$ cat config.mk
export PLATFORM = sky130hd
export DESIGN_NAME = rc4_stream_cipher
export DESIGN_NICKNAME = d
export VERILOG_FILES = /design/src/rtl/rc4_pkg.sv /design/src/rtl/rc4_sbox.sv /design/src/rtl/rc4_stream_cipher.sv
export SDC_FILE = /design/constraint.sdc
export NUM_CORES = 2
export LEC_CHECK = 0
export BUFFER_PORTS_ARGS = -buffer_cell sky130_fd_sc_hd__buf_4
export CAP_MARGIN = 25
export CORE_MARGIN = 3
export CORE_UTILIZATION = 50
export DETAILED_ROUTE_END_ITERATION = 10
export PLACE_DENSITY = 0.66
export SYNTH_ARGS = -nofsm -noshare
export SYNTH_HDL_FRONTEND = slang
export SYNTH_SLANG_ARGS = --single-unit
$ cat constraint.sdc
create_clock -name clk -period 5.3 [get_ports clk]
set_input_delay 0.265 -clock clk [delete_from_list [all_inputs] [get_ports clk]]
set_output_delay 0.265 -clock clk [all_outputs]
set_load 0.02 [all_outputs]
$ cat src/rtl/rc4_pkg.sv
// ============================================================================
// RC4 cipher package
// Shared types for the RC4 cipher engine: the controller states and the
// request bundle that drives the state table memory.
// ============================================================================
`default_nettype none

package rc4_pkg;

    localparam int unsigned TBL_AW = 8;
    localparam int unsigned BYTE_W = 8;

    typedef enum logic [2:0] {
        ST_IDLE,
        ST_DJ,
        ST_DR,
        ST_DOUT,
        ST_KRD,
        ST_KACC,
        ST_KSW1,
        ST_KSW2
    } state_t;

    typedef struct packed {
        logic              clear;
        logic              rd_en;
        logic [TBL_AW-1:0] rd_addr;
        logic              wr_en;
        logic [TBL_AW-1:0] wr_addr;
        logic [BYTE_W-1:0] wr_data;
    } sbox_req_t;

endpackage

`default_nettype wire

$ cat src/rtl/rc4_sbox.sv
// ============================================================================
// RC4 state table
// 256-entry byte memory with one registered read port and one write port.
// Per-entry valid bits make an unwritten entry read as its own address, so a
// single clear restores the identity permutation.
// ============================================================================
`default_nettype none

module rc4_sbox (
    input  wire logic               clk,
    input  wire logic               rst_n,
    input  wire rc4_pkg::sbox_req_t req,
    output logic [rc4_pkg::BYTE_W-1:0] rd_data
);

    localparam int unsigned DEPTH = 2 ** rc4_pkg::TBL_AW;

    logic [rc4_pkg::BYTE_W-1:0] mem [DEPTH];
    logic [DEPTH-1:0]           vld_reg;
    logic [rc4_pkg::BYTE_W-1:0] mem_q_reg;
    logic                       hit_q_reg;
    logic [rc4_pkg::TBL_AW-1:0] addr_q_reg;

    // Valid bits: cleared at once, set by each write.
    always_ff @(posedge clk or negedge rst_n)
    begin
        if (!rst_n)
        begin
            vld_reg <= '0;
        end
        else if (req.clear)
        begin
            vld_reg <= '0;
        end
        else if (req.wr_en)
        begin
            vld_reg[req.wr_addr] <= 1'b1;
        end
    end

    always_ff @(posedge clk)
    begin
        if (req.wr_en)
        begin
            mem[req.wr_addr] <= req.wr_data;
        end
    end

    // Read data is registered and held until the next read.
    always_ff @(posedge clk)
    begin
        if (req.rd_en)
        begin
            mem_q_reg  <= mem[req.rd_addr];
            hit_q_reg  <= vld_reg[req.rd_addr];
            addr_q_reg <= req.rd_addr;
        end
    end

    assign rd_data = hit_q_reg ? mem_q_reg : addr_q_reg;

endmodule

`default_nettype wire

$ cat src/rtl/rc4_stream_cipher.sv
// ============================================================================
// RC4 stream cipher engine
// Loads a key byte by byte, runs the RC4 key schedule and encrypts or
// decrypts one data byte per item with the keystream.
// ============================================================================
// Sequencing:
//   An accepted data item steps through ST_DJ, ST_DR and ST_DOUT; its result
//   enters the output register as ST_DOUT ends, and only then does ST_IDLE
//   accept the next item; the single table read port and write port set this.
//   A full output register holds the last data step until the result leaves.
//   A key byte without tlast is taken in ST_IDLE, which stays ready. A key byte
//   with tlast runs the schedule: 256 swaps via ST_KRD, ST_KACC, ST_KSW1, ST_KSW2.
// Reset clears all control state; the state table reads as the identity.
// ============================================================================
`default_nettype none

module rc4_stream_cipher #(
    parameter int unsigned MAX_KEY_BYTES = 256
) (
    input  wire logic        clk,
    input  wire logic        rst_n,

    input  wire logic        s_tvalid,
    output logic             s_tready,
    input  wire logic [15:0] s_tdata,   // [7:0] key_byte, [15:8] data_byte
    input  wire logic        s_tuser,   // [0] cmd: 0 = key byte, 1 = data byte
    input  wire logic        s_tlast,   // key_last

    output logic             m_tvalid,
    input  wire logic        m_tready,
    output logic [7:0]       m_tdata    // [7:0] out_byte
);

    // Key store address width and key count width follow the key length limit.
    localparam int unsigned KA_W  = (MAX_KEY_BYTES > 1) ? $clog2(MAX_KEY_BYTES) : 1;
    localparam int unsigned CNT_W = $clog2(MAX_KEY_BYTES + 1);
    localparam int unsigned PW    = KA_W + 1;

    localparam logic [CNT_W-1:0] KEY_LIMIT = CNT_W'(MAX_KEY_BYTES);
    localparam logic [7:0]       LAST_STEP = 8'hFF;

    rc4_pkg::state_t    state_reg, state_next;
    rc4_pkg::sbox_req_t sreq;
    logic [7:0]         sdata;

    logic [7:0]       i_reg, i_next;
    logic [7:0]       j_reg, j_next;
    logic [7:0]       si_reg, si_next;     // S[i] in data mode, S[n] in schedule
    logic [7:0]       sj_reg, sj_next;
    logic [7:0]       r_reg, r_next;
    logic [7:0]       data_reg, data_next;
    logic [7:0]       acc_reg, acc_next;
    logic [7:0]       n_reg, n_next;
    logic [KA_W-1:0]  pos_reg, pos_next;
    logic [CNT_W-1:0] key_count_reg, key_count_next;
    logic             out_valid_reg, out_valid_next;
    logic [7:0]       out_data_reg, out_data_next;

    logic [7:0]       key_mem [MAX_KEY_BYTES];
    logic [7:0]       key_q_reg;
    logic             key_wr;

    logic             in_acc;
    logic [7:0]       ks;
    logic [PW-1:0]    pos_inc;

    assign in_acc  = s_tvalid && s_tready;
    assign key_wr  = in_acc && !s_tuser && (key_count_reg < KEY_LIMIT);
    assign pos_inc = {1'b0, pos_reg} + PW'(1);

    // Keystream byte: S[r] after the swap. The swap writes may still be in
    // flight, so an address that matches either swapped entry is forwarded.
    always_comb
    begin
        if (r_reg == j_reg)
        begin
            ks = si_reg;
        end
        else if (r_reg == i_reg)
        begin
            ks = sj_reg;
        end
        else
        begin
            ks = sdata;
        end
    end

    rc4_sbox u_sbox (
        .clk     (clk),
        .rst_n   (rst_n),
        .req     (sreq),
        .rd_data (sdata)
    );

    // Key store: written on key items while it has room, read once per schedule step.
    always_ff @(posedge clk)
    begin
        if (key_wr)
        begin
            key_mem[key_count_reg[KA_W-1:0]] <= s_tdata[7:0];
        end
        if (state_reg == rc4_pkg::ST_KRD)
        begin
            key_q_reg <= key_mem[pos_reg];
        end
    end

    always_ff @(posedge clk or negedge rst_n)
    begin
        if (!rst_n)
        begin
            state_reg     <= rc4_pkg::ST_IDLE;
            i_reg         <= '0;
            j_reg         <= '0;
            acc_reg       <= '0;
            n_reg         <= '0;
            pos_reg       <= '0;
            key_count_reg <= '0;
            out_valid_reg <= 1'b0;
        end
        else
        begin
            state_reg     <= state_next;
            i_reg         <= i_next;
            j_reg         <= j_next;
            acc_reg       <= acc_next;
            n_reg         <= n_next;
            pos_reg       <= pos_next;
            key_count_reg <= key_count_next;
            out_valid_reg <= out_valid_next;
        end
    end

    always_ff @(posedge clk)
    begin
        si_reg       <= si_next;
        sj_reg       <= sj_next;
        r_reg        <= r_next;
        data_reg     <= data_next;
        out_data_reg <= out_data_next;
    end

    always_comb
    begin
        state_next     = state_reg;
        i_next         = i_reg;
        j_next         = j_reg;
        si_next        = si_reg;
        sj_next        = sj_reg;
        r_next         = r_reg;
        data_next      = data_reg;
        acc_next       = acc_reg;
        n_next         = n_reg;
        pos_next       = pos_reg;
        key_count_next = key_count_reg;
        out_valid_next = out_valid_reg;
        out_data_next  = out_data_reg;
        sreq           = '0;
        s_tready       = 1'b0;

        if (out_valid_reg && m_tready)
        begin
            out_valid_next = 1'b0;
        end

        unique case (state_reg)
            rc4_pkg::ST_IDLE:
            begin
                s_tready = 1'b1;
                if (in_acc)
                begin
                    if (s_tuser)
                    begin
                        // Data item: advance i and fetch S[i].
                        i_next       = i_reg + 8'd1;
                        data_next    = s_tdata[15:8];
                        sreq.rd_en   = 1'b1;
                        sreq.rd_addr = i_reg + 8'd1;
                        state_next   = rc4_pkg::ST_DJ;
                    end
                    else
                    begin
                        if (key_wr)
                        begin
                            key_count_next = key_count_reg + CNT_W'(1);
                        end
                        if (s_tlast)
                        begin
                            // Back to the identity table, then schedule.
                            sreq.clear = 1'b1;
                            n_next     = '0;
                            pos_next   = '0;
                            acc_next   = '0;
                            state_next = rc4_pkg::ST_KRD;
                        end
                    end
                end
            end

            rc4_pkg::ST_DJ:
            begin
                si_next      = sdata;
                j_next       = j_reg + sdata;
                sreq.rd_en   = 1'b1;
                sreq.rd_addr = j_reg + sdata;
                state_next   = rc4_pkg::ST_DR;
            end

            rc4_pkg::ST_DR:
            begin
                sj_next      = sdata;
                sreq.wr_en   = 1'b1;
                sreq.wr_addr = i_reg;
                sreq.wr_data = sdata;
                r_next       = si_reg + sdata;
                sreq.rd_en   = 1'b1;
                sreq.rd_addr = si_reg + sdata;
                state_next   = rc4_pkg::ST_DOUT;
            end

            rc4_pkg::ST_DOUT:
            begin
                // Second half of the swap; repeating it while stalled is harmless.
                sreq.wr_en   = 1'b1;
                sreq.wr_addr = j_reg;
                sreq.wr_data = si_reg;
                if (!out_valid_reg || m_tready)
                begin
                    out_valid_next = 1'b1;
                    out_data_next  = data_reg ^ ks;
                    state_next     = rc4_pkg::ST_IDLE;
                end
            end

            rc4_pkg::ST_KRD:
            begin
                sreq.rd_en   = 1'b1;
                sreq.rd_addr = n_reg;
                state_next   = rc4_pkg::ST_KACC;
            end

            rc4_pkg::ST_KACC:
            begin
                si_next      = sdata;
                acc_next     = acc_reg + sdata + key_q_reg;
                sreq.rd_en   = 1'b1;
                sreq.rd_addr = acc_reg + sdata + key_q_reg;
                state_next   = rc4_pkg::ST_KSW1;
            end

            rc4_pkg::ST_KSW1:
            begin
                sreq.wr_en   = 1'b1;
                sreq.wr_addr = n_reg;
                sreq.wr_data = sdata;
                state_next   = rc4_pkg::ST_KSW2;
            end

            rc4_pkg::ST_KSW2:
            begin
                sreq.wr_en   = 1'b1;
                sreq.wr_addr = acc_reg;
                sreq.wr_data = si_reg;
                n_next       = n_reg + 8'd1;
                if (pos_inc >= PW'(key_count_reg))
                begin
                    pos_next = '0;
                end
                else
                begin
                    pos_next = pos_inc[KA_W-1:0];
                end
                if (n_reg == LAST_STEP)
                begin
                    i_next         = '0;
                    j_next         = '0;
                    key_count_next = '0;
                    state_next     = rc4_pkg::ST_IDLE;
                end
                else
                begin
                    state_next = rc4_pkg::ST_KRD;
                end
            end

            default:
            begin
                state_next = rc4_pkg::ST_IDLE;
            end
        endcase
    end

    assign m_tvalid = out_valid_reg;
    assign m_tdata  = out_data_reg;

    // The table clear must never collide with a write, or the write is lost.
    a_clear_no_write: assert property (@(posedge clk) disable iff (!rst_n)
        !(sreq.clear && sreq.wr_en))
        else $error("state table clear coincides with a write");

    // A finished key load always leaves a nonzero key count, so the schedule never runs empty.
    a_key_nonempty: assert property (@(posedge clk) disable iff (!rst_n)
        (in_acc && !s_tuser && s_tlast) |=> (key_count_reg != '0))
        else $error("key schedule started with an empty key");

    // The last schedule step leaves both indices and the key count cleared.
    a_sched_end: assert property (@(posedge clk) disable iff (!rst_n)
        (state_reg == rc4_pkg::ST_KSW2 && n_reg == LAST_STEP)
        |=> (i_reg == '0 && j_reg == '0 && key_count_reg == '0))
        else $error("indices not cleared after key schedule");

    // A result appears only at the end of a data item.
    a_result_src: assert property (@(posedge clk) disable iff (!rst_n)
        $rose(out_valid_reg) |-> ($past(state_reg) == rc4_pkg::ST_DOUT))
        else $error("result raised outside the output step");

endmodule

`default_nettype wire

==> summary.json <==
{
  "status": "finished with violations",
  "violations": "negative setup slack",
  "area_of_the_multi_input_gates_um2": 42860,
  "cts_tree": "built",
  "dp.final_hpwl_mm": 340.9,
  "first_iteration_detailed_routing_drc_count": 16240,
  "async_reset_ff_frac": 0.06913,
  "grt_pass1_wl_mm": 762.1,
  "drcViolationCount": 0,
  "regToRegSetupSlack_ns": -0.25,
  "worst-slew-pin-transition_ns": 1.120,
  "post-route-worst-setup-slack_ns": -0.2515,
  "layout-drive-gt1-share": 0.2250,
  "clk_latency_ns": 1.01,
  "max-slew-margin-rel": 0.2534,
  "via_count": 106690,
  "tritoncts.num_buffers": 435,
  "path_max_fanout": 17,
  "number_of_clock_sinks": 4470,
  "overflow": 0,
  "synth_edf_count": 4161,
  "ys.warnings.count": 0,
  "route.detailed.wl_per_inst_um": 31.81,
  "hold_viol": 0,
  "path_clk_slew_ns": 0.06,
  "worst_hold_path_type": "input port to flip-flop",
  "cts.path.max_buffers": 4,
  "timing.clock.skew_ns": 0.06870,
  "hold_path.startpoint": "s_tdata[7]",
  "postSynth.topFlopCell": "edfxtp_1",
  "die_y_um": 602.5,
  "worst_hold_slack_ns": 0.007863,
  "maximum_level_of_the_cts_h_tree": 5,
  "timing.final.crit_period_ns": 5.551,
  "fill_cell_instance_count_of_the_final_layout": 26177,
  "synth_seq_area_share": 0.7459,
  "postRouteWirelength_mm": 532.9,
  "pin_count_of_the_biggest_net_entering_global_routing": 173,
  "total_area_of_sequential_cells_um2": 132700,
  "top_level_ports": 32,
  "count_of_mapped_cells_out_of_synthesis": 10733,
  "globalRouteTotalUtil": 0.2897,
  "initial_antenna_violation_count": 30,
  "avg_cell_area_syn_um2": 16.57,
  "most-common-layout-cells": "edfxtp_1 (4161), nand2_1 (1464), nor2_1 (1157), buf_4 (910), mux4_2 (754)",
  "setup-violations-final": 4,
  "post_route_ant_nets": 0,
  "placement_rows": 218,
  "critical_path.reg2reg.endpoint": "u_sbox.hit_q_reg",
  "die_width_um": 602.5,
  "crit_path_start_kind": "flip-flop",
  "critical_path_arrival_ns": 6.22,
  "crit_type": "flip-flop to flip-flop",
  "post-route-period-util": 1.047,
  "place.port_buffers": 31,
  "grt_pass1_vias": 104101,
  "final_max_slew_viol_count": 0,
  "critical_path_end_type": "flip-flop",
  "route.detailed.vias_per_inst": 6.368,
  "rsz0062_at_grt": "yes",
  "flow.area_growth_from_synthesis_pct": 16.37,
  "cp.required_ns": 5.97,
  "floorplan.core_area_um2": 353500,
  "synth.lib_cells_used.distinct": 93,
  "number_of_nets_produced_by_synthesis": 10801,
  "dr.pass1.iters": 7,
  "ys_seq_elements": 4470,
  "timing.critical_path.to": "u_sbox.hit_q_reg",
  "regToRegStartpoint": "u_sbox.hit_q_reg",
  "layout.nets": 11697,
  "clock.fmax_mhz": 180.1,
  "maxCapViolations": 0,
  "start_util": 0.5032,
  "synthesis.area_um2": 177900,
  "worstSetupStartpoint": "u_sbox.hit_q_reg",
  "r2r.worst_path.cells": 19,
  "most_common_cell_after_layout_fill_and_taps_aside": "edfxtp_1",
  "root_buffer": "clkbuf_16",
  "gp_congestion": 0.9988,
  "die_area_um2": 363000
}
[logic make-up after synthesis]
group | after synthesis | share of synthesized area
buffers and inverters | 708 | 0.01897
AND/OR/NAND/NOR | 3514 | 0.08277
multiplexers | 950 | 0.1066
XOR/XNOR | 57 | 0.002806
adder cells (fa/ha/maj) | 46 | 0.003657
flip-flops | 4470 | 0.7459
AO/OA/AOI/OAI | 988 | 0.03934
[Yosys cell counts (all sizes together), types with 49 or more instances]
master  count  area share
nand3     571       0.016
o22ai      49      0.0017
dfrtp     309       0.043
a311oi     68      0.0034
a22oi      94      0.0040
mux2i     179       0.010
a31oi     123      0.0043
nand2    1467       0.031
and3      126      0.0044
mux4      754       0.095
clkbuf    301      0.0064
o21ai      86      0.0024
a211oi     54      0.0023
nor2     1176       0.025
a32oi      70      0.0035
buf       377       0.012
a21oi     198      0.0056
edfxtp   4161        0.70
[layout make-up]
class	instances	share of cell area
Timing Repair Buffer	1134	0.05294
Inverter	30	0.0008764
Timing Repair inverter	3	0.0001753
Tap cell	4730	0.02859
Multi-Input combinational cell	5555	0.2070
Antenna cell	32	0.0003868
Sequential cell	4470	0.6410
Clock buffer	569	0.05753
Clock inverter	230	0.01144
[critical path, cell delays in order (launching register included)]
cell	delay, ns
edfxtp_1	0.40
buf_4	0.16
buf_4	0.13
mux2_2	0.29
fa_1	0.51
inv_1	0.07
fa_1	0.58
nor2b_1	0.06
o21ai_1	0.20
and3_4	0.39
buf_12	0.19
buf_4	0.23
buf_16	0.21
nand2_1	0.08
nand3_1	0.08
nand2_1	0.08
o211ai_1	0.57
a31oi_1	0.17
o211a_1	0.21
o211ai_1	0.59
[how the worst min path moves through the flow]
stage                                to  slack, ns  cells past startpoint
finish                  key_mem[238][7]      0.008                      1
global route                data_reg[0]       0.05                      2
CTS                         data_reg[0]      0.005                      2
detailed placement  u_sbox.vld_reg[195]       0.28                      1
global placement    u_sbox.vld_reg[195]       0.27                      1
floorplan                    acc_reg[0]      -0.03                      0
[layer usage]
layer | vias to the layer above | GRT usage | wire (µm)
met3 | 1480 | 0.06642 | 58580
met2 | 7010 | 0.4444 | 247100
li1 | 43563 | - | -
met1 | 54629 | 0.3859 | 192600
met4 | 8 | 0.1603 | 34450
met5 | - | 0 | 48
[per-stage QoR]
step | cell area, µm² | setup slack [ns] | TNS, ns | utilization | instances
2_1_floorplan | 177900 | -0.2873 | -514.85 | - | 10733
3_3_place_gp | 190800 | -0.9538 | -4.060 | 0.5397 | 15853
3_5_place_dp | 190900 | -0.8480 | -3.491 | 0.5400 | 15859
4_1_cts | 206100 | -0.09623 | -0.1353 | 0.5830 | 16695
5_1_grt | 206900 | -0.2254 | -1.006 | 0.5854 | 16727
6_report | 207000 | -0.2515 | -0.5938 | 0.5856 | 16753
[repair_timing]
action                                  4_1_cts  5_1_grt
endpoints found under the setup margin        9        9
pin swaps                                    15       34
setup buffers                                 8       19
cloned                                        3        5
hold endpoints to repair                    571        0
hold buffers                                 27        0
resized for setup                            96      101
Power is not shown: default switching activity piles up to over one toggle a cycle in this logic, so the estimate is an artifact.
